[src/rtl/cd_subcode_deinterleave_q_crc_defines.svh]
// assertion macros shared by the subcode deinterleaver modules
// expects i_clk and i_rst_n in the scope where a macro is used
`ifndef CD_SUBCODE_DEINTERLEAVE_Q_CRC_DEFINES_SVH
`define CD_SUBCODE_DEINTERLEAVE_Q_CRC_DEFINES_SVH

// property checked at every rising clock edge out of reset
`define CDSQ_ASSERT(lbl, prop, msg) \
    lbl: assert property (@(posedge i_clk) disable iff (!i_rst_n) prop) \
        else $error(msg);

// consequent checked in the cycle after the antecedent
`define CDSQ_ASSERT_NEXT(lbl, ante, cons, msg) \
    lbl: assert property (@(posedge i_clk) disable iff (!i_rst_n) (ante) |=> (cons)) \
        else $error(msg);

`endif

[src/rtl/cd_sq_pkg.sv]
// types, constants and functions of the subcode deinterleaver
// no dependencies
package cd_sq_pkg;

    localparam int BLOCK_BYTES = 96;
    localparam logic [6:0] LAST_POS    = 7'd95;
    localparam logic [6:0] LAST_RW_IDX = 7'd71;
    localparam logic [3:0] Q_CRC_BYTES = 4'd10;
    localparam logic [3:0] Q_CRC_HIGH  = 4'd10;
    localparam logic [15:0] CRC_POLY   = 16'h1021;

    localparam logic KIND_PQ = 1'b0;
    localparam logic KIND_RW = 1'b1;

    localparam logic [2:0] MODE_1       = 3'd0;
    localparam logic [2:0] MODE_2       = 3'd1;
    localparam logic [2:0] MODE_3       = 3'd2;
    localparam logic [2:0] MODE_5       = 3'd3;
    localparam logic [2:0] MODE_ILLEGAL = 3'd4;

    typedef struct packed {
        logic [7:0] sub_byte;
        logic       frame_start;
    } t_in_item;

    typedef struct packed {
        logic       kind;
        logic [6:0] byte_index;
        logic [7:0] q_byte;
        logic [7:0] p_byte;
        logic [7:0] rw_byte;
        logic       crc_ok;
        logic [2:0] q_mode;
        logic [3:0] control_nibble;
        logic       block_last;
    } t_result;

    // one group of four raw bytes, as handed from front to back
    typedef struct packed {
        logic            has_pq;
        logic [3:0]      pq_idx;
        logic [7:0]      q_byte;
        logic [7:0]      p_byte;
        logic [6:0]      rw_idx;
        logic [2:0][7:0] rw_bytes;
        logic            last;
        logic            crc_ok;
        logic [2:0]      q_mode;
        logic [3:0]      control_nibble;
    } t_job;

    typedef enum logic [2:0] {
        ST_IDLE,
        ST_PQ,
        ST_RW0,
        ST_RW1,
        ST_RW2
    } t_step;

    // crc-16 ccitt, msb first, one byte
    function automatic logic [15:0] crc16_byte(input logic [15:0] crc_in,
                                               input logic [7:0] data);
        logic [15:0] crc;
        crc = crc_in ^ {data, 8'h00};
        for (int i = 0; i < 8; i++) begin
            if (crc[15]) begin
                crc = {crc[14:0], 1'b0} ^ CRC_POLY;
            end else begin
                crc = {crc[14:0], 1'b0};
            end
        end
        return crc;
    endfunction

    function automatic logic [2:0] mode_code(input logic [3:0] nib);
        logic [2:0] m;
        unique case (nib)
            4'd1:    m = MODE_1;
            4'd2:    m = MODE_2;
            4'd3:    m = MODE_3;
            4'd5:    m = MODE_5;
            default: m = MODE_ILLEGAL;
        endcase
        return m;
    endfunction

endpackage

[src/rtl/cd_subcode_deinterleave_q_crc.sv]
// top level of the cd subcode deinterleaver with q channel crc check
// depends on cd_sq_pkg, cd_sq_front, cd_sq_fifo and cd_sq_back
//
// usage
//   input channel (i_valid/o_ready/i_item) takes one raw subcode byte per beat:
//   bit 7 is p, bit 6 is q, bits 5..0 the r-w symbol; frame_start marks byte 0
//   of a 96-byte block and drops any partial block in progress
//   output channel (o_valid/i_ready/o_res) gives one result per beat: every
//   fourth byte yields three packed r-w bytes, every eighth byte first adds the
//   assembled p/q pair; the beat for r-w byte 71 carries block_last, crc_ok,
//   q_mode and control_nibble
//   config channel (i_cfg_valid/o_cfg_ready/i_cfg_data) writes crc_check_enable
//   throughput: one input byte per cycle while the queue has room; the back
//   end emits one result per cycle while i_ready holds, 7 results per 8 bytes,
//   so the stream is sustained at full rate; path: a group's first result
//   passes queue write, job load and output register after its last byte
//   reset: block position, shifters and crc cleared, queue emptied, crc check
//   enabled; no clearing pass
//   receiver stall: the output register holds its beat, the job queue of
//   FIFO_DEPTH groups fills, then o_ready drops until space frees up
module cd_subcode_deinterleave_q_crc import cd_sq_pkg::*; #(
    parameter int FIFO_DEPTH = 4
) (
    input  logic     i_clk,
    input  logic     i_rst_n,
    // byte input
    input  logic     i_valid,
    output logic     o_ready,
    input  t_in_item i_item,
    // result output
    output logic     o_valid,
    input  logic     i_ready,
    output t_result  o_res,
    // crc_check_enable write port
    input  logic     i_cfg_valid,
    output logic     o_cfg_ready,
    input  logic     i_cfg_data
);

    logic r_crc_en;
    logic job_valid, job_ready;
    t_job front_job, queue_job;
    logic q_full, q_empty;
    logic back_ready;

    // config register, always writable
    assign o_cfg_ready = 1'b1;

    always_ff @(posedge i_clk) begin
        if (!i_rst_n) begin
            r_crc_en <= 1'b1;
        end else if (i_cfg_valid) begin
            r_crc_en <= i_cfg_data;
        end
    end

    // front accepts bytes while the queue has room
    assign job_ready = !q_full;

    cd_sq_front u_front (
        .i_clk       (i_clk),
        .i_rst_n     (i_rst_n),
        .i_valid     (i_valid),
        .o_ready     (o_ready),
        .i_item      (i_item),
        .i_crc_en    (r_crc_en),
        .o_job_valid (job_valid),
        .o_job       (front_job),
        .i_job_ready (job_ready)
    );

    // one entry per group of four bytes
    cd_sq_fifo #(
        .DEPTH (FIFO_DEPTH)
    ) u_fifo (
        .i_clk   (i_clk),
        .i_rst_n (i_rst_n),
        .i_push  (job_valid),
        .i_data  (front_job),
        .o_full  (q_full),
        .i_pop   (back_ready),
        .o_data  (queue_job),
        .o_empty (q_empty)
    );

    // back expands a job into three or four output beats
    cd_sq_back u_back (
        .i_clk       (i_clk),
        .i_rst_n     (i_rst_n),
        .i_job_valid (!q_empty),
        .o_job_ready (back_ready),
        .i_job       (queue_job),
        .o_valid     (o_valid),
        .i_ready     (i_ready),
        .o_res       (o_res)
    );

endmodule

[src/rtl/cd_sq_front.sv]
// front end: byte position, p/q shifters, q crc and r-w grouping
// depends on cd_sq_pkg
module cd_sq_front import cd_sq_pkg::*; (
    input  logic     i_clk,
    input  logic     i_rst_n,
    input  logic     i_valid,
    output logic     o_ready,
    input  t_in_item i_item,
    input  logic     i_crc_en,
    output logic     o_job_valid,
    output t_job     o_job,
    input  logic     i_job_ready
);

    logic [6:0]  r_pos, n_pos;
    logic [7:0]  r_q_shift, n_q_shift;
    logic [7:0]  r_p_shift, n_p_shift;
    logic [15:0] r_crc, n_crc;
    logic [17:0] r_rw, n_rw;
    logic [7:0]  r_q_first, n_q_first;
    logic [7:0]  r_q_high, n_q_high;

    logic [6:0]  pos_eff;
    logic        blk_start;
    logic [7:0]  q_base, p_base;
    logic [15:0] crc_base;
    logic [17:0] rw_base;
    logic [5:0]  sym;
    logic        byte_end, grp_end, is_last, accept;
    logic [3:0]  k;
    logic [4:0]  grp;
    logic [15:0] fin;

    assign o_ready = i_job_ready;
    assign accept  = i_valid && o_ready;

    always_comb begin
        // resync or stray position restarts the block
        if (i_item.frame_start || (r_pos >= 7'(BLOCK_BYTES))) begin
            pos_eff = '0;
        end else begin
            pos_eff = r_pos;
        end
        blk_start = (pos_eff == '0);
        q_base    = blk_start ? '0 : r_q_shift;
        p_base    = blk_start ? '0 : r_p_shift;
        crc_base  = blk_start ? '0 : r_crc;
        rw_base   = blk_start ? '0 : r_rw;
        sym       = i_item.sub_byte[5:0];
        byte_end  = (pos_eff[2:0] == 3'd7);
        grp_end   = (pos_eff[1:0] == 2'd3);
        is_last   = (pos_eff == LAST_POS);
        k         = pos_eff[6:3];
        grp       = pos_eff[6:2];

        n_q_shift = {q_base[6:0], i_item.sub_byte[6]};
        n_p_shift = {p_base[6:0], i_item.sub_byte[7]};

        n_crc     = crc_base;
        n_q_first = r_q_first;
        n_q_high  = r_q_high;
        if (byte_end) begin
            if (k < Q_CRC_BYTES) begin
                n_crc = crc16_byte((k == '0) ? 16'h0000 : crc_base, n_q_shift);
            end
            if (k == '0) begin
                n_q_first = n_q_shift;
            end
            if (k == Q_CRC_HIGH) begin
                n_q_high = n_q_shift;
            end
        end

        n_rw  = grp_end ? '0 : {rw_base[11:0], sym};
        n_pos = is_last ? '0 : pos_eff + 7'd1;

        fin = ~crc_base;

        o_job_valid          = i_valid && grp_end;
        o_job.has_pq         = byte_end;
        o_job.pq_idx         = k;
        o_job.q_byte         = n_q_shift;
        o_job.p_byte         = n_p_shift;
        o_job.rw_idx         = {1'b0, grp, 1'b0} + {2'b00, grp};
        // four 6-bit symbols packed into three bytes
        o_job.rw_bytes[0]    = {rw_base[17:12], rw_base[11:10]};
        o_job.rw_bytes[1]    = {rw_base[9:6], rw_base[5:2]};
        o_job.rw_bytes[2]    = {rw_base[1:0], sym};
        o_job.last           = is_last;
        o_job.crc_ok         = !i_crc_en || ((r_q_high == fin[15:8]) && (n_q_shift == fin[7:0]));
        o_job.q_mode         = mode_code(r_q_first[3:0]);
        o_job.control_nibble = r_q_first[7:4];
    end

    always_ff @(posedge i_clk) begin
        if (!i_rst_n) begin
            r_pos     <= '0;
            r_q_shift <= '0;
            r_p_shift <= '0;
            r_crc     <= '0;
            r_rw      <= '0;
            r_q_first <= '0;
            r_q_high  <= '0;
        end else if (accept) begin
            r_pos     <= n_pos;
            r_q_shift <= n_q_shift;
            r_p_shift <= n_p_shift;
            r_crc     <= n_crc;
            r_rw      <= n_rw;
            r_q_first <= n_q_first;
            r_q_high  <= n_q_high;
        end
    end

endmodule

[src/rtl/cd_sq_fifo.sv]
// short job queue between front and back
// depends on cd_sq_pkg and the assertion macro header
`include "cd_subcode_deinterleave_q_crc_defines.svh"
module cd_sq_fifo import cd_sq_pkg::*; #(
    parameter int DEPTH = 4
) (
    input  logic i_clk,
    input  logic i_rst_n,
    input  logic i_push,
    input  t_job i_data,
    output logic o_full,
    input  logic i_pop,
    output t_job o_data,
    output logic o_empty
);

    localparam int PTR_W = (DEPTH > 1) ? $clog2(DEPTH) : 1;
    localparam int CNT_W = $clog2(DEPTH + 1);
    localparam logic [PTR_W-1:0] PTR_LAST = PTR_W'(DEPTH - 1);
    localparam logic [CNT_W-1:0] CNT_FULL = CNT_W'(DEPTH);

    t_job             r_mem [DEPTH];
    logic [PTR_W-1:0] r_wr_ptr, r_rd_ptr;
    logic [CNT_W-1:0] r_count, n_count;
    logic             do_push, do_pop;

    assign o_full  = (r_count == CNT_FULL);
    assign o_empty = (r_count == '0);
    assign do_push = i_push && !o_full;
    assign do_pop  = i_pop && !o_empty;
    assign o_data  = r_mem[r_rd_ptr];

    always_comb begin
        n_count = r_count;
        if (do_push && !do_pop) begin
            n_count = r_count + CNT_W'(1);
        end else if (do_pop && !do_push) begin
            n_count = r_count - CNT_W'(1);
        end
    end

    always_ff @(posedge i_clk) begin
        if (!i_rst_n) begin
            r_wr_ptr <= '0;
            r_rd_ptr <= '0;
            r_count  <= '0;
        end else begin
            if (do_push) begin
                r_wr_ptr <= (r_wr_ptr == PTR_LAST) ? '0 : r_wr_ptr + PTR_W'(1);
            end
            if (do_pop) begin
                r_rd_ptr <= (r_rd_ptr == PTR_LAST) ? '0 : r_rd_ptr + PTR_W'(1);
            end
            r_count <= n_count;
        end
    end

    always_ff @(posedge i_clk) begin
        if (do_push) begin
            r_mem[r_wr_ptr] <= i_data;
        end
    end

    `CDSQ_ASSERT(a_count_bound, r_count <= CNT_FULL, "job queue count above depth")
    `CDSQ_ASSERT_NEXT(a_pop_drains, do_pop && !do_push, r_count == $past(r_count) - CNT_W'(1), "pop did not drain")

endmodule

[src/rtl/cd_sq_back.sv]
// back end: expands each job into its p/q and r-w result beats
// depends on cd_sq_pkg and the assertion macro header
`include "cd_subcode_deinterleave_q_crc_defines.svh"
module cd_sq_back import cd_sq_pkg::*; (
    input  logic    i_clk,
    input  logic    i_rst_n,
    input  logic    i_job_valid,
    output logic    o_job_ready,
    input  t_job    i_job,
    output logic    o_valid,
    input  logic    i_ready,
    output t_result o_res
);

    t_step   r_state, n_state;
    t_job    r_job;
    logic    r_out_valid;
    t_result r_out, res;
    logic    out_load, is_final, pop;
    t_step   first_step;

    assign out_load    = (r_state != ST_IDLE) && (!r_out_valid || i_ready);
    assign is_final    = (r_state == ST_RW2);
    assign o_job_ready = (r_state == ST_IDLE) || (out_load && is_final);
    assign pop         = i_job_valid && o_job_ready;
    assign first_step  = i_job.has_pq ? ST_PQ : ST_RW0;
    assign o_valid     = r_out_valid;
    assign o_res       = r_out;

    always_comb begin
        res     = '0;
        n_state = r_state;
        unique case (r_state)
            ST_IDLE: begin
                if (pop) begin
                    n_state = first_step;
                end
            end
            ST_PQ: begin
                res.kind       = KIND_PQ;
                res.byte_index = {3'b000, r_job.pq_idx};
                res.q_byte     = r_job.q_byte;
                res.p_byte     = r_job.p_byte;
                if (out_load) begin
                    n_state = ST_RW0;
                end
            end
            ST_RW0: begin
                res.kind       = KIND_RW;
                res.byte_index = r_job.rw_idx;
                res.rw_byte    = r_job.rw_bytes[0];
                if (out_load) begin
                    n_state = ST_RW1;
                end
            end
            ST_RW1: begin
                res.kind       = KIND_RW;
                res.byte_index = r_job.rw_idx + 7'd1;
                res.rw_byte    = r_job.rw_bytes[1];
                if (out_load) begin
                    n_state = ST_RW2;
                end
            end
            ST_RW2: begin
                res.kind       = KIND_RW;
                res.byte_index = r_job.rw_idx + 7'd2;
                res.rw_byte    = r_job.rw_bytes[2];
                if (r_job.last) begin
                    res.crc_ok         = r_job.crc_ok;
                    res.q_mode         = r_job.q_mode;
                    res.control_nibble = r_job.control_nibble;
                    res.block_last     = 1'b1;
                end
                if (out_load) begin
                    n_state = pop ? first_step : ST_IDLE;
                end
            end
            default: begin
                n_state = ST_IDLE;
            end
        endcase
    end

    always_ff @(posedge i_clk) begin
        if (!i_rst_n) begin
            r_state     <= ST_IDLE;
            r_out_valid <= 1'b0;
        end else begin
            r_state <= n_state;
            if (out_load) begin
                r_out_valid <= 1'b1;
            end else if (i_ready) begin
                r_out_valid <= 1'b0;
            end
        end
    end

    always_ff @(posedge i_clk) begin
        if (pop) begin
            r_job <= i_job;
        end
        if (out_load) begin
            r_out <= res;
        end
    end

    `CDSQ_ASSERT(a_pq_has_pair, (r_state == ST_PQ) |-> r_job.has_pq, "p/q beat for a job without a pair")
    `CDSQ_ASSERT(a_last_index, (r_out_valid && r_out.block_last) |-> ((r_out.kind == KIND_RW) && (r_out.byte_index == LAST_RW_IDX)), "block end on wrong beat")

endmodule
[config.mk]
export PLATFORM = sky130hd
export DESIGN_NAME = cd_subcode_deinterleave_q_crc
export DESIGN_NICKNAME = d
export VERILOG_FILES = /design/src/rtl/cd_sq_pkg.sv /design/src/rtl/cd_subcode_deinterleave_q_crc.sv /design/src/rtl/cd_sq_front.sv /design/src/rtl/cd_sq_fifo.sv /design/src/rtl/cd_sq_back.sv
export VERILOG_INCLUDE_DIRS = /design/src /design/src/rtl
export SDC_FILE = /design/constraint.sdc
export NUM_CORES = 1
export LEC_CHECK = 0
export BUFFER_PORTS_ARGS = -buffer_cell sky130_fd_sc_hd__buf_2
export CORE_UTILIZATION = 45
export DETAILED_ROUTE_END_ITERATION = 6
export PLACE_DENSITY = 0.65
export SETUP_SLACK_MARGIN = 0.15
export SYNTH_ARGS = -nofsm -noshare
export SYNTH_HDL_FRONTEND = slang
export SYNTH_HIERARCHICAL = 1
export SYNTH_SLANG_ARGS = --single-unit
[constraint.sdc]
create_clock -name i_clk -period 6.12 [get_ports i_clk]
set_input_delay 1.224 -clock i_clk [delete_from_list [all_inputs] [get_ports i_clk]]
set_output_delay 1.224 -clock i_clk [all_outputs]
set_load 0.01 [all_outputs]
# Word level (Yosys, flattened, before mapping)
# Memory sizes are Yosys's and may differ from the RTL's. A register that Yosys moved wholly into a read port is not among the register bits.
# Cells that the tools add are included.
dict set report word_totals {
  ramBits 244
  in_bits 15
  register_bits 184
  output_inout_bits 44
  n_memories 1
  word_cells 160
}
# name words width rd rd_clocked_by_memory_dff wr line_no
set mem_list {}
lappend mem_list {u_fifo.r_mem 4 61 1 1 1 cd_sq_fifo.sv:22} ;# t_job r_mem [DEPTH];
dict set report classes {
  mux 54
  eq_ne 22
  reduce_logical 30
  bitwise 10
  addsub 8
  magnitude_cmp 2
}
# cell n
set ops {}
lappend ops {{16-bit two-way mux} 18}
lappend ops {{13-bit two-way mux} 8}
lappend ops {{18-bit two-way mux} 2}
lappend ops {{8-bit one-hot mux with 4 select lines} 1}
lappend ops {{7-bit two-way mux} 4}
lappend ops {{3-bit two-way mux} 8}
lappend ops {{3-bit NOT} 8}
lappend ops {{8-bit one-hot mux with 3 select lines} 1}
lappend ops {{8-bit == test} 2}
lappend ops {{16-bit NOT} 1}
lappend ops {{16-bit XOR} 1}
lappend ops {{3-bit one-hot mux with 5 select lines} 1}
lappend ops {{7-bit by 1-bit adder with 7-bit output (second input constant)} 2}
lappend ops {{3-bit one-hot mux with 4 select lines} 1}
lappend ops {{2-bit two-way mux} 5}
lappend ops {{2-bit by 1-bit inequality test with 1-bit output (second input constant)} 5}
lappend ops {{3-bit == test (second input constant)} 3}
lappend ops {{1-bit logical AND} 9}
lappend ops {{4-bit by 2-bit == test with 1-bit output (second input constant)} 2}
lappend ops {{6-bit by 5-bit adder with 7-bit output} 1}
lappend ops {{7-bit by 2-bit adder with 7-bit output (second input constant)} 1}
lappend ops {{7-bit == test (second input constant)} 1}
lappend ops {{7-bit >= comparator (second input constant)} 1}
lappend ops {{7-bit zero test} 1}
lappend ops {{20 further kinds} 39}

# Longest topological paths before layout
# Gate-level depths: netlist of run 1.
dict set report depth {
  depth_word 39
  mapped_depth 15
  mapped_depth_nobuf 12
}

# Modules after synthesis
# The synthesis of run 1 kept the hierarchy.
# module seq_area_each_um2 cells_per_inst area_each_um2 n_inst
set by_module_without_submodules {}
lappend by_module_without_submodules {cd_sq_fifo 7507.2 370 9350.2 1}
lappend by_module_without_submodules {cd_sq_front 1421.4 504 4107.7 1}
lappend by_module_without_submodules {cd_sq_back 3113.0 238 4058.9 1}
lappend by_module_without_submodules {cd_subcode_deinterleave_q_crc 20.0 7 52.6 1}

# Worst setup path before layout of run 1
# OpenSTA, ideal clock, no wires.
dict set report synth_timing {
  path_kind {input -> register}
  start {input i_item[0] (netlist name)}
  end {memory u_fifo/r_mem[0][0] (netlist name), enable pin}
  t_required_ns 5.695
  slack_ns 1.535
  arrival_ns 4.160
  setup_ns 0.425
  path_buffers 3
  stages 10
  cell_sequence {a21oi_1 -> clkbuf_1 -> nand2_1 -> inv_1 -> ha_1 -> clkbuf_1 -> and2_1 -> nor2b_1 -> buf_2 -> and2_1}
}
dict set report synth_between {
  elab_chain_cells 7
}
# element line_no
set synth_lines {}
lappend synth_lines {{start: declaration} cd_subcode_deinterleave_q_crc.sv:29} ;# input t_in_item i_item,
lappend synth_lines {{1-bit logical OR} cd_sq_front.sv:39} ;# if (i_item.frame_start || (r_pos >= 7'(BLOCK_BYTES))) begin
lappend synth_lines {{7-bit two-way mux} cd_sq_front.sv:39}
lappend synth_lines {{2-bit == test} cd_sq_front.sv:51} ;# grp_end = (pos_eff[1:0] == 2'd3);
lappend synth_lines {{1-bit logical AND} cd_sq_front.sv:79} ;# o_job_valid = i_valid && grp_end;
lappend synth_lines {{net job_valid} cd_subcode_deinterleave_q_crc.sv:41} ;# logic job_valid, job_ready;
lappend synth_lines {{1-bit logical AND} cd_sq_fifo.sv:29} ;# assign do_push = i_push && !o_full;
lappend synth_lines {{net u_fifo.do_push} cd_sq_fifo.sv:25} ;# logic do_push, do_pop;
lappend synth_lines {{1-bit two-way mux} cd_sq_fifo.sv:59} ;# if (do_push) begin
lappend synth_lines {{1-bit two-way mux (not written as such)} cd_sq_fifo.sv:60} ;# r_mem[r_wr_ptr] <= i_data;
lappend synth_lines {{end: declaration} cd_sq_fifo.sv:22}
# The timed path passes the listed nets, and every way through them passes these cells.

==> results of run 1 <==
==> layout by cell type, fill, tap and decap left out, types with 6 or more instances in the layout <==
cell       netlist  final
xnor2_1         27     27
inv_1           22     22
mux4_2          60     60
edfxtp_1       345    345
xor2_1          17     17
a22oi_1         26     26
bufinv_16        0      7
and2_1          59     54
clkbuf_16        0     45
nor2b_1          6      6
mux2i_1         16     16
buf_2           16     57
buf_4           19     10
nor2_1          45     44
clkbuf_1        26      9
nand3b_1         8      8
nand3_1         14     14
dfxtp_1         85     83
a21oi_1         52     52
nand2_1        105    105
clkbuf_8         0      7
ha_1            23     23
o21ai_0         29     29
and3_1           9      9
==> sequential cells by signal, summed over array words and instances (netlist names), 8 cells and up, named ones only <==
| register | flops |
|---|---|
| u_front/r_q_first | 8 |
| u_fifo/r_mem | 244 |
| u_back/r_job | 60 |
| u_front/r_crc | 16 |
| u_front/r_rw | 18 |
| u_front/r_q_high | 8 |
| u_back/o_res | 41 |
==> how the worst max path moves through the flow <==
stage	startpoint	endpoint	slack (ns)	cells after the start
after floorplan	i_item[0]	u_fifo/r_mem[0][0]$_DFFE_PP_	1.53	10
after global placement	i_item[0]	u_front/r_crc[3]$_SDFFE_PN0P_	1.96	12
after detailed placement	i_item[0]	u_front/r_crc[7]$_SDFFE_PN0P_	1.82	12
after CTS	i_item[0]	u_front/r_crc[9]$_SDFFE_PN0P_	2.40	12
after global routing	i_item[0]	u_front/r_crc[1]$_SDFFE_PN0P_	1.94	12
final	i_item[0]	u_front/r_crc[9]$_SDFFE_PN0P_	2.29	12
==> power by group through the flow <==
stage                     logic, mW  clock network [mW]  registers [mW]
after floorplan                1.09                   0            3.96
after global placement         1.46                   0            3.95
after detailed placement       1.48                   0            3.96
after CTS                      1.48                2.84            3.90
after global routing           1.61                2.95            3.95
final                          1.44                2.78            3.90
==> worst max-delay path: stages <==
cell and delay, ns:
buf_2 0.11, a21oi_1 0.11, buf_4 0.20, nand2_1 0.11, inv_1 0.06, ha_1 0.38, ha_1 0.33, nand3_1 0.38
a311oi_1 0.64, and2_1 0.52, a22oi_1 0.12, nor2_1 0.12
==> metal layers <==
metal	global-route usage, %	vias to the layer above	share of wire, %
met2	26.30	202	47
li1	-	4262	-
met3	3.527	44	5.6
met4	4.382	2	1.5
met5	0	-	0.040
met1	24.25	4596	46
==> cell families (layout without fill, tap and decap cells) <==
| group | Yosys count | in the layout |
|---|---|---|
| multiplexers | 78 | 78 |
| other | 1 | 2 |
| flip-flops | 430 | 430 |
| adder cells (fa/ha/maj) | 25 | 25 |
| buffers and inverters | 100 | 173 |
| XOR/XNOR | 52 | 52 |
| AND/OR/NAND/NOR | 284 | 284 |
| AO/OA/AOI/OAI | 149 | 149 |
==> layout make-up <==
class / instances / area [um2]
Timing Repair Buffer: 70 / 420.4
Clock buffer: 61 / 1256
Inverter: 24 / 95.09
Clock inverter: 18 / 280.3
Tap cell: 518 / 648.1
Multi-Input combinational cell: 589 / 4898
Antenna cell: 1 / 2.502
Sequential cell: 430 / 12070
Fill cell: 3139 / 18890
==> impl_metrics.json, run 1 <==
{
  "dieWidth_um": 199.6,
  "core_area_um2": 38560,
  "yosys-top-cells-count": "345 x edfxtp_1, 105 x nand2_1, 85 x dfxtp_1",
  "clockBufferDepth": 3,
  "synth_compound_area_share_pct": 5.434,
  "fin_total_pwr_mw": 8.118,
  "synthDistinctLibCells": 77,
  "min_path_cells": 2,
  "hold_viol_final": 0,
  "status": "finished clean",
  "worst_slew_pin_slew_ns": 1.152,
  "fin_hold_ws_ns": 0.4525,
  "fmax_ghz": 0.2609,
  "cts_buffers": 43,
  "numPortBuffers": 57,
  "track_usage_pct": 16.93,
  "syn2layout_area_growth_pct": 11.94,
  "synth_top_family_by_area": "multiplexers",
  "cp_max_fo": 12,
  "grt_max_degree": 70,
  "grt_pass1_vias": 9058,
  "ys_seq_elements": 430,
  "synth_fa_ha_area_share_pct": 1.866,
  "crit_required_ns": 6.59,
  "synthMuxAreaShare_pct": 8.816,
  "synth_most_common_cell": "edfxtp_1",
  "die_h_um": 199.6,
  "p_clk_share_pct": 34.2,
  "first_pass_iters": 5,
  "antenna_found_initial": 1,
  "dp_hpwl_um": 19620,
  "period_share_pct": 62.63,
  "relSlewSlack_pct": 23.09,
  "synth-simple-area-share_pct": 8.418,
  "root_buffer": "clkbuf_16",
  "synth-edff-count": 345,
  "num_vias": 9106,
  "cap_violations": 0,
  "ant_nets": 0,
  "drv_slew": 0,
  "synthXorXnorAreaFrac_pct": 3.247,
  "dieArea_um2": 39840,
  "dp_cells": 1631,
  "hp-class": "flop to flop",
  "fin_util_pct": 51.01,
  "synth_area_per_cell_um2": 15.70,
  "p_int_mw": 6.005,
  "r2r-start": "u_front/r_pos[5]$_SDFFE_PN0P_",
  "netlist_area_um2": 17570,
  "min_period_ns": 3.833,
  "start_util_pct": 45.57,
  "drc": 0,
  "swShare_pct": 26.02,
  "comb_power_share_pct": 17.8,
  "crit_path_end_kind": "flop",
  "path_clk_slew_ns": 0.06,
  "reg2reg_depth": 11,
  "p_per_area_nw_per_um2": 412.7,
  "setup_viol": 0,
  "r2r-end": "u_front/r_crc[9]$_SDFFE_PN0P_",
  "drt-total-wl_um": 32350,
  "clk_latency_ns": 0.54,
  "avgRoutedWirePerCell_um": 18.91,
  "fin_cells": 1711,
  "post_cts_buffers": 0,
  "synth_nets": 1159,
  "fin_area_um2": 19670,
  "ys.flop_type": "edfxtp_1",
  "r2r_slack_ns": 2.70,
  "switchingPower_mw": 2.113,
  "final_nets": 1198,
  "yosysSeqAreaShare_pct": 68.65,
  "htreeDepth": 2,
  "yosysTopAreaCell": "edfxtp_1",
  "io_pins": 59,
  "ys_warn_count": 6,
  "hold_buffers": 0,
  "arrival_ns": 4.31,
  "ir_drop_v": 0.0002237,
  "pre_cts_ws_ns": 1.823,
  "place.gp.congestion": 0.8068,
  "overflow": 0,
  "grt_pass1_wl_um": 51480,
  "synth.area.top_cells": "edfxtp_1 59%, dfxtp_1 9.7%, mux4_2 7.7%",
  "seq_power_share_pct": 48.0,
  "fp-row-count": 72,
  "cellLeakagePower_nw": 6.808,
  "cts.repair.resized": 0,
  "drive_gt1_share_pct": 18.96,
  "start_kind": "primary input",
  "via_per_inst": 5.322,
  "min-delay-start": "u_front/r_p_shift[3]$_SDFFE_PN0P_",
  "cts_tree": "yes",
  "placed_cell_area_um2": 18130,
  "rsz0062_at_grt": "false",
  "postSynthCellCount": 1119,
  "min_to": "u_front/r_p_shift[3]$_SDFFE_PN0P_",
  "clock_skew_ns": 0.01957,
  "critical_path_class": "primary input to flop",
  "drt_iter0_drc": 583,
  "numClockSinks": 430,
  "ys_async_sr_fraction_pct": 0,
  "yosys.area.top_type_share_pct": 58.97,
  "tns_ns": 0,
  "fin_ws_ns": 2.287
}
(Power assumes the default switching activity.)
==> run 2: changes to the inputs <==
clock period = 4 ns   (was 6.12 ns; I/O delays follow)
==> run 2 against run 1 <==
Against the previous run:
- hold slack lost 0.0026 ns
- sequential power grew 53%
- sequential share of layout area grew 0.094 points
- final area shrank 0.15%
- global-route usage grew 0.41 points
- die area is the same
- first-iteration DRC count grew 17%
- critical endpoint is now u_fifo/r_mem[3][7]$_DFFE_PP_
==> impl_metrics.json, run 2 (synthesized netlist as in run 1, its figures left out) <==
{
  "core_area_um2": 38560,
  "ir_drop_v": 0.0004643,
  "cellLeakagePower_nw": 6.776,
  "period_share_pct": 76.78,
  "start_kind": "flop",
  "worstSetupEndpoint": "u_fifo/r_mem[3][7]$_DFFE_PP_",
  "fillers": 3185,
  "overflow": 0,
  "r2r-end": "u_fifo/r_mem[3][7]$_DFFE_PP_",
  "mostFrequentLayoutCells": "345 x edfxtp_1, 105 x nand2_1, 83 x dfxtp_1",
  "r2r_slack_ns": 0.93,
  "final_nets": 1202,
  "io_pins": 59,
  "ant_nets": 0,
  "p_per_area_nw_per_um2": 624.0,
  "final_common_cell": "edfxtp_1",
  "grt_max_degree": 62,
  "hold_buffers": 0,
  "status": "finished clean",
  "fin_total_pwr_mw": 12.25,
  "fin_cells": 1714,
  "place.gp.congestion": 0.8088,
  "min-delay-start": "u_front/r_p_shift[1]$_SDFFE_PN0P_",
  "avgRoutedWirePerCell_um": 19.55,
  "numPortBuffers": 57,
  "antenna_found_initial": 2,
  "drt-total-wl_um": 33500,
  "drt_iter0_drc": 685,
  "syn2layout_area_growth_pct": 11.77,
  "reg2reg_depth": 9,
  "dp_cells": 1636,
  "drive_gt1_share_pct": 18.91,
  "path_clk_slew_ns": 0.06,
  "first_pass_iters": 5,
  "crit_required_ns": 4.23,
  "setup_viol": 0,
  "crit_path_end_kind": "flop",
  "fin_area_um2": 19640,
  "start_util_pct": 45.57,
  "numClockSinks": 430,
  "root_buffer": "clkbuf_16",
  "relSlewSlack_pct": 21.75,
  "dp_hpwl_um": 19930,
  "cap_violations": 0,
  "fmax_ghz": 0.3256,
  "hold_viol_final": 0,
  "die_h_um": 199.6,
  "track_usage_pct": 17.34,
  "via_per_inst": 5.313,
  "tns_ns": 0,
  "drv_slew": 0,
  "dieArea_um2": 39840,
  "cts.repair.resized": 0,
  "num_vias": 9107,
  "grt_pass1_vias": 9116,
  "dieWidth_um": 199.6,
  "cp-startpoint": "u_front/r_pos[5]$_SDFFE_PN0P_",
  "cp_max_fo": 14,
  "htreeDepth": 2,
  "clockBufferDepth": 3,
  "clock_skew_ns": 0.01413,
  "min_period_ns": 3.071,
  "r2r-start": "u_front/r_pos[5]$_SDFFE_PN0P_",
  "cts_buffers": 42,
  "regMostFlops": "u_fifo/r_mem",
  "min_path_cells": 2,
  "fin_util_pct": 50.93,
  "worst_slew_pin_slew_ns": 1.172,
  "placed_cell_area_um2": 18230,
  "grt_pass1_wl_um": 52210,
  "drc": 0,
  "cts_tree": "yes",
  "fp-row-count": 72,
  "hp-class": "flop to flop",
  "clk_latency_ns": 0.54,
  "largest_register_ffs": 244,
  "post_cts_buffers": 0,
  "arrival_ns": 3.30,
  "rsz0062_at_grt": "false",
  "critical_path_class": "flop to flop"
}
==> run 2: cell type report <==
| type | instances | area, um2 | share of cell area [%] |
|---|---|---|---|
| well taps | 518 | 648.1 | 3.300 |
| diodes | 1 | 2.502 | 0.01274 |
| multi-input cells | 589 | 4898 | 24.94 |
| inverters | 24 | 95.09 | 0.4842 |
| clock buffers | 58 | 1182 | 6.021 |
| repair buffers | 75 | 520.5 | 2.651 |
| clock inverters | 19 | 224.0 | 1.140 |
| flip-flops and latches | 430 | 12070 | 61.45 |
==> run 2: how the worst min path moves through the flow <==
stage,to,slack (ns)
finish,u_front/r_p_shift[1]$_SDFFE_PN0P_,0.45
CTS,u_front/r_p_shift[1]$_SDFFE_PN0P_,0.45
global placement,u_front/r_p_shift[0]$_SDFFE_PN0P_,0.44
global route,u_front/r_p_shift[1]$_SDFFE_PN0P_,0.48
floorplan,u_front/r_p_shift[0]$_SDFFE_PN0P_,0.43
detailed placement,u_front/r_p_shift[1]$_SDFFE_PN0P_,0.44
==> run 2: worst max-delay path: stages, from the launching register on <==
cell and delay (ns):
dfxtp_1 0.34, a21oi_1 0.24, buf_4 0.22, and2_1 0.26, inv_1 0.07, ha_1 0.19
nand3_1 0.16, nand2b_1 0.41, a32oi_1 0.12, o41ai_1 0.75
==> run 2: where the power goes <==
| group | switching (mW) | total [mW] | leakage [nW] | internal, mW |
|---|---|---|---|---|
| clock | 1.60 | 3.99 | 0.688 | 2.39 |
| combinational | 1.36 | 2.30 | 2.11 | 0.938 |
| sequential | 0.322 | 5.97 | 3.98 | 5.65 |
==> run 2: through the flow <==
stage               hold WS [ns]  worst slack (ns)
global route              0.4756            0.6256
CTS                       0.4527            0.9501
global placement          0.4370            0.4880
floorplan                 0.4317            0.4927
detailed placement        0.4444            0.4305
finish                    0.4499            0.9287
==> run 2: per-layer routing <==
| metal | up-vias | global-route usage, % | wire, um |
|---|---|---|---|
| met2 | 195 | 27.74 | 15720 |
| met1 | 4594 | 24.35 | 15470 |
| met5 | - | 0 | 23 |
| li1 | 4259 | - | - |
| met3 | 55 | 3.409 | 1680 |
| met4 | 4 | 4.241 | 602 |
==> run 3: changes to the inputs <==
PLACE_DENSITY = 0.67   (was 0.65)
clock period = 2.6 ns   (was 4 ns; I/O delays follow)
==> run 3 against run 2 <==
Against the previous run:
- global-route usage down 0.12 points
- total power up 52%
- critical path depth up 2
- sequential share of layout area down 1.8 points
- cell count up 3.8%
- register-to-register slack worse by 0.61 ns
==> impl_metrics.json, run 3 (synthesized netlist as in run 1, its figures left out) <==
{
  "status": "finished clean",
  "cellLeakagePower_nw": 7.148,
  "path_clk_slew_ns": 0.06,
  "ir_drop_v": 0.0005060,
  "grt_pass1_wl_um": 52620,
  "crit_path_end_kind": "flop",
  "drive_gt1_share_pct": 24.78,
  "cp_max_fo": 9,
  "p_per_area_nw_per_um2": 922.4,
  "grt_pass1_vias": 9342,
  "start_kind": "flop",
  "switchingPower_mw": 5.029,
  "dp_cells": 1697,
  "final_nets": 1266,
  "p_clk_share_pct": 30.9,
  "dieWidth_um": 199.6,
  "numClockSinks": 430,
  "setup_viol": 0,
  "final_common_cell": "edfxtp_1",
  "die_h_um": 199.6,
  "antenna_found_initial": 2,
  "place.gp.congestion": 0.8376,
  "fin_area_um2": 20240,
  "core_area_um2": 38560,
  "cap_violations": 0,
  "overflow": 0,
  "fmax_ghz": 0.4385,
  "dp_hpwl_um": 21040,
  "dieArea_um2": 39840,
  "fin_total_pwr_mw": 18.67,
  "cts_buffers": 41,
  "swShare_pct": 26.94,
  "comb_power_share_pct": 20.4,
  "min_to": "u_fifo/r_mem[3][29]$_DFFE_PP_",
  "min-delay-start": "i_item[5]",
  "root_buffer": "clkbuf_16",
  "period_share_pct": 87.70,
  "relSlewSlack_pct": 58.15,
  "ant_nets": 0,
  "mostFrequentLayoutCells": "345 x edfxtp_1, 103 x nand2_1, 81 x dfxtp_1",
  "crit_required_ns": 2.87,
  "clk_latency_ns": 0.54,
  "reg2reg_depth": 11,
  "start_util_pct": 45.57,
  "r2r-end": "u_fifo/r_mem[0][38]$_DFFE_PP_",
  "seq_power_share_pct": 48.7,
  "io_pins": 59,
  "r2r_slack_ns": 0.32,
  "worst_slew_pin_slew_ns": 0.6277,
  "critical_path_class": "flop to flop",
  "cp-startpoint": "u_front/r_pos[6]$_SDFFE_PN0P_",
  "syn2layout_area_growth_pct": 15.19,
  "placed_cell_area_um2": 18830,
  "track_usage_pct": 17.22,
  "num_vias": 9390,
  "grt_max_degree": 52,
  "drc": 0,
  "fin_cells": 1779,
  "regMostFlops": "u_fifo/r_mem",
  "first_pass_iters": 5,
  "hp-class": "primary input to flop",
  "min_period_ns": 2.280,
  "via_per_inst": 5.278,
  "rsz0062_at_grt": "false",
  "hold_viol_final": 0,
  "arrival_ns": 2.55,
  "pre_cts_ws_ns": -0.09006,
  "fp-row-count": 72,
  "numPortBuffers": 57,
  "largest_register_ffs": 244,
  "fin_ws_ns": 0.3198,
  "drv_slew": 0,
  "min_path_cells": 1,
  "htreeDepth": 2,
  "drt-total-wl_um": 33160,
  "cts_tree": "yes",
  "avgRoutedWirePerCell_um": 18.64,
  "drt_iter0_drc": 615,
  "clockBufferDepth": 3,
  "r2r-start": "u_front/r_pos[6]$_SDFFE_PN0P_",
  "clock_skew_ns": 0.01576,
  "p_int_mw": 13.64
}
-- run 3: cell types whose count changed in the layout (fill, tap and decap cells not counted), moves of 3 or more --
| cell | delta |
|---|---|
| clkinv_2 | +4 |
| and2_4 | +3 |
| bufinv_16 | -3 |
| nor2_1 | -4 |
| nor2_2 | +4 |
| buf_12 | +8 |
| buf_4 | +56 |
-- run 3: final cells by class --
type	count	area, um2
fillers	3166	18320
flip-flops and latches	430	12070
multi-input cells	589	4996
clock buffers	56	1155
repair buffers	140	1112
well taps	518	648.1
clock inverters	20	157.7
inverters	24	95.09
diodes	2	5.005
-- run 3: worst max path at each step --
stage | to | depth (start not counted)
2_1_floorplan | u_fifo/r_count[2]$_SDFFE_PN0P_ | 15
3_3_place_gp | u_fifo/r_count[2]$_SDFFE_PN0P_ | 13
3_5_place_dp | u_front/r_crc[15]$_SDFFE_PN0P_ | 10
4_1_cts | u_fifo/r_count[2]$_SDFFE_PN0P_ | 12
5_1_grt | u_front/r_pos[3]$_SDFFE_PN0P_ | 12
6_report | u_fifo/r_mem[0][38]$_DFFE_PP_ | 11
-- run 3: layer usage --
layer | vias up | wire (um) | share of wire [%] | GRT usage, %
li1 | 4402 | - | - | -
met5 | - | 13 | 0.039 | 0
met3 | 46 | 1565 | 4.7 | 2.768
met2 | 190 | 15550 | 47 | 27.04
met1 | 4750 | 15480 | 47 | 24.95
met4 | 2 | 549 | 1.7 | 4.439
-- run 3: through the flow --
step,hold slack (ns),util [%],setup TNS [ns]
after floorplan,0.4317,-,-22.40
after global placement,0.4374,48.84,-0.1056
after detailed placement,0.4467,48.84,-1.164
after CTS,0.1933,52.28,0
after global routing,0.1978,52.48,0
final,0.2125,52.49,0
-- run 3: critical path, stage by stage, from the launching register on --
cell	delay, ns
dfxtp_2	0.34
a21oi_4	0.21
buf_6	0.16
and2_4	0.15
buf_4	0.12
ha_1	0.18
inv_1	0.06
fa_1	0.38
inv_1	0.07
a21o_1	0.10
a21oi_1	0.09
xnor2_2	0.16
-- run 3: timing repair --
action | CTS | global route
gates resized for setup | 3 | 15
buffers inserted | 0 | 4
hold buffers | 0 | 0
pin swaps | 1 | 2
setup endpoints to repair | 5 | 104
-- run 3: power by group through the flow --
stage	Sequential, mW	Combinational, mW	Clock, mW
6_report	9.10	3.81	5.76
5_1_grt	9.21	4.17	6.14
2_1_floorplan	9.30	2.59	0
3_5_place_dp	9.25	3.85	0
4_1_cts	9.11	3.86	5.88
3_3_place_gp	9.23	3.79	0
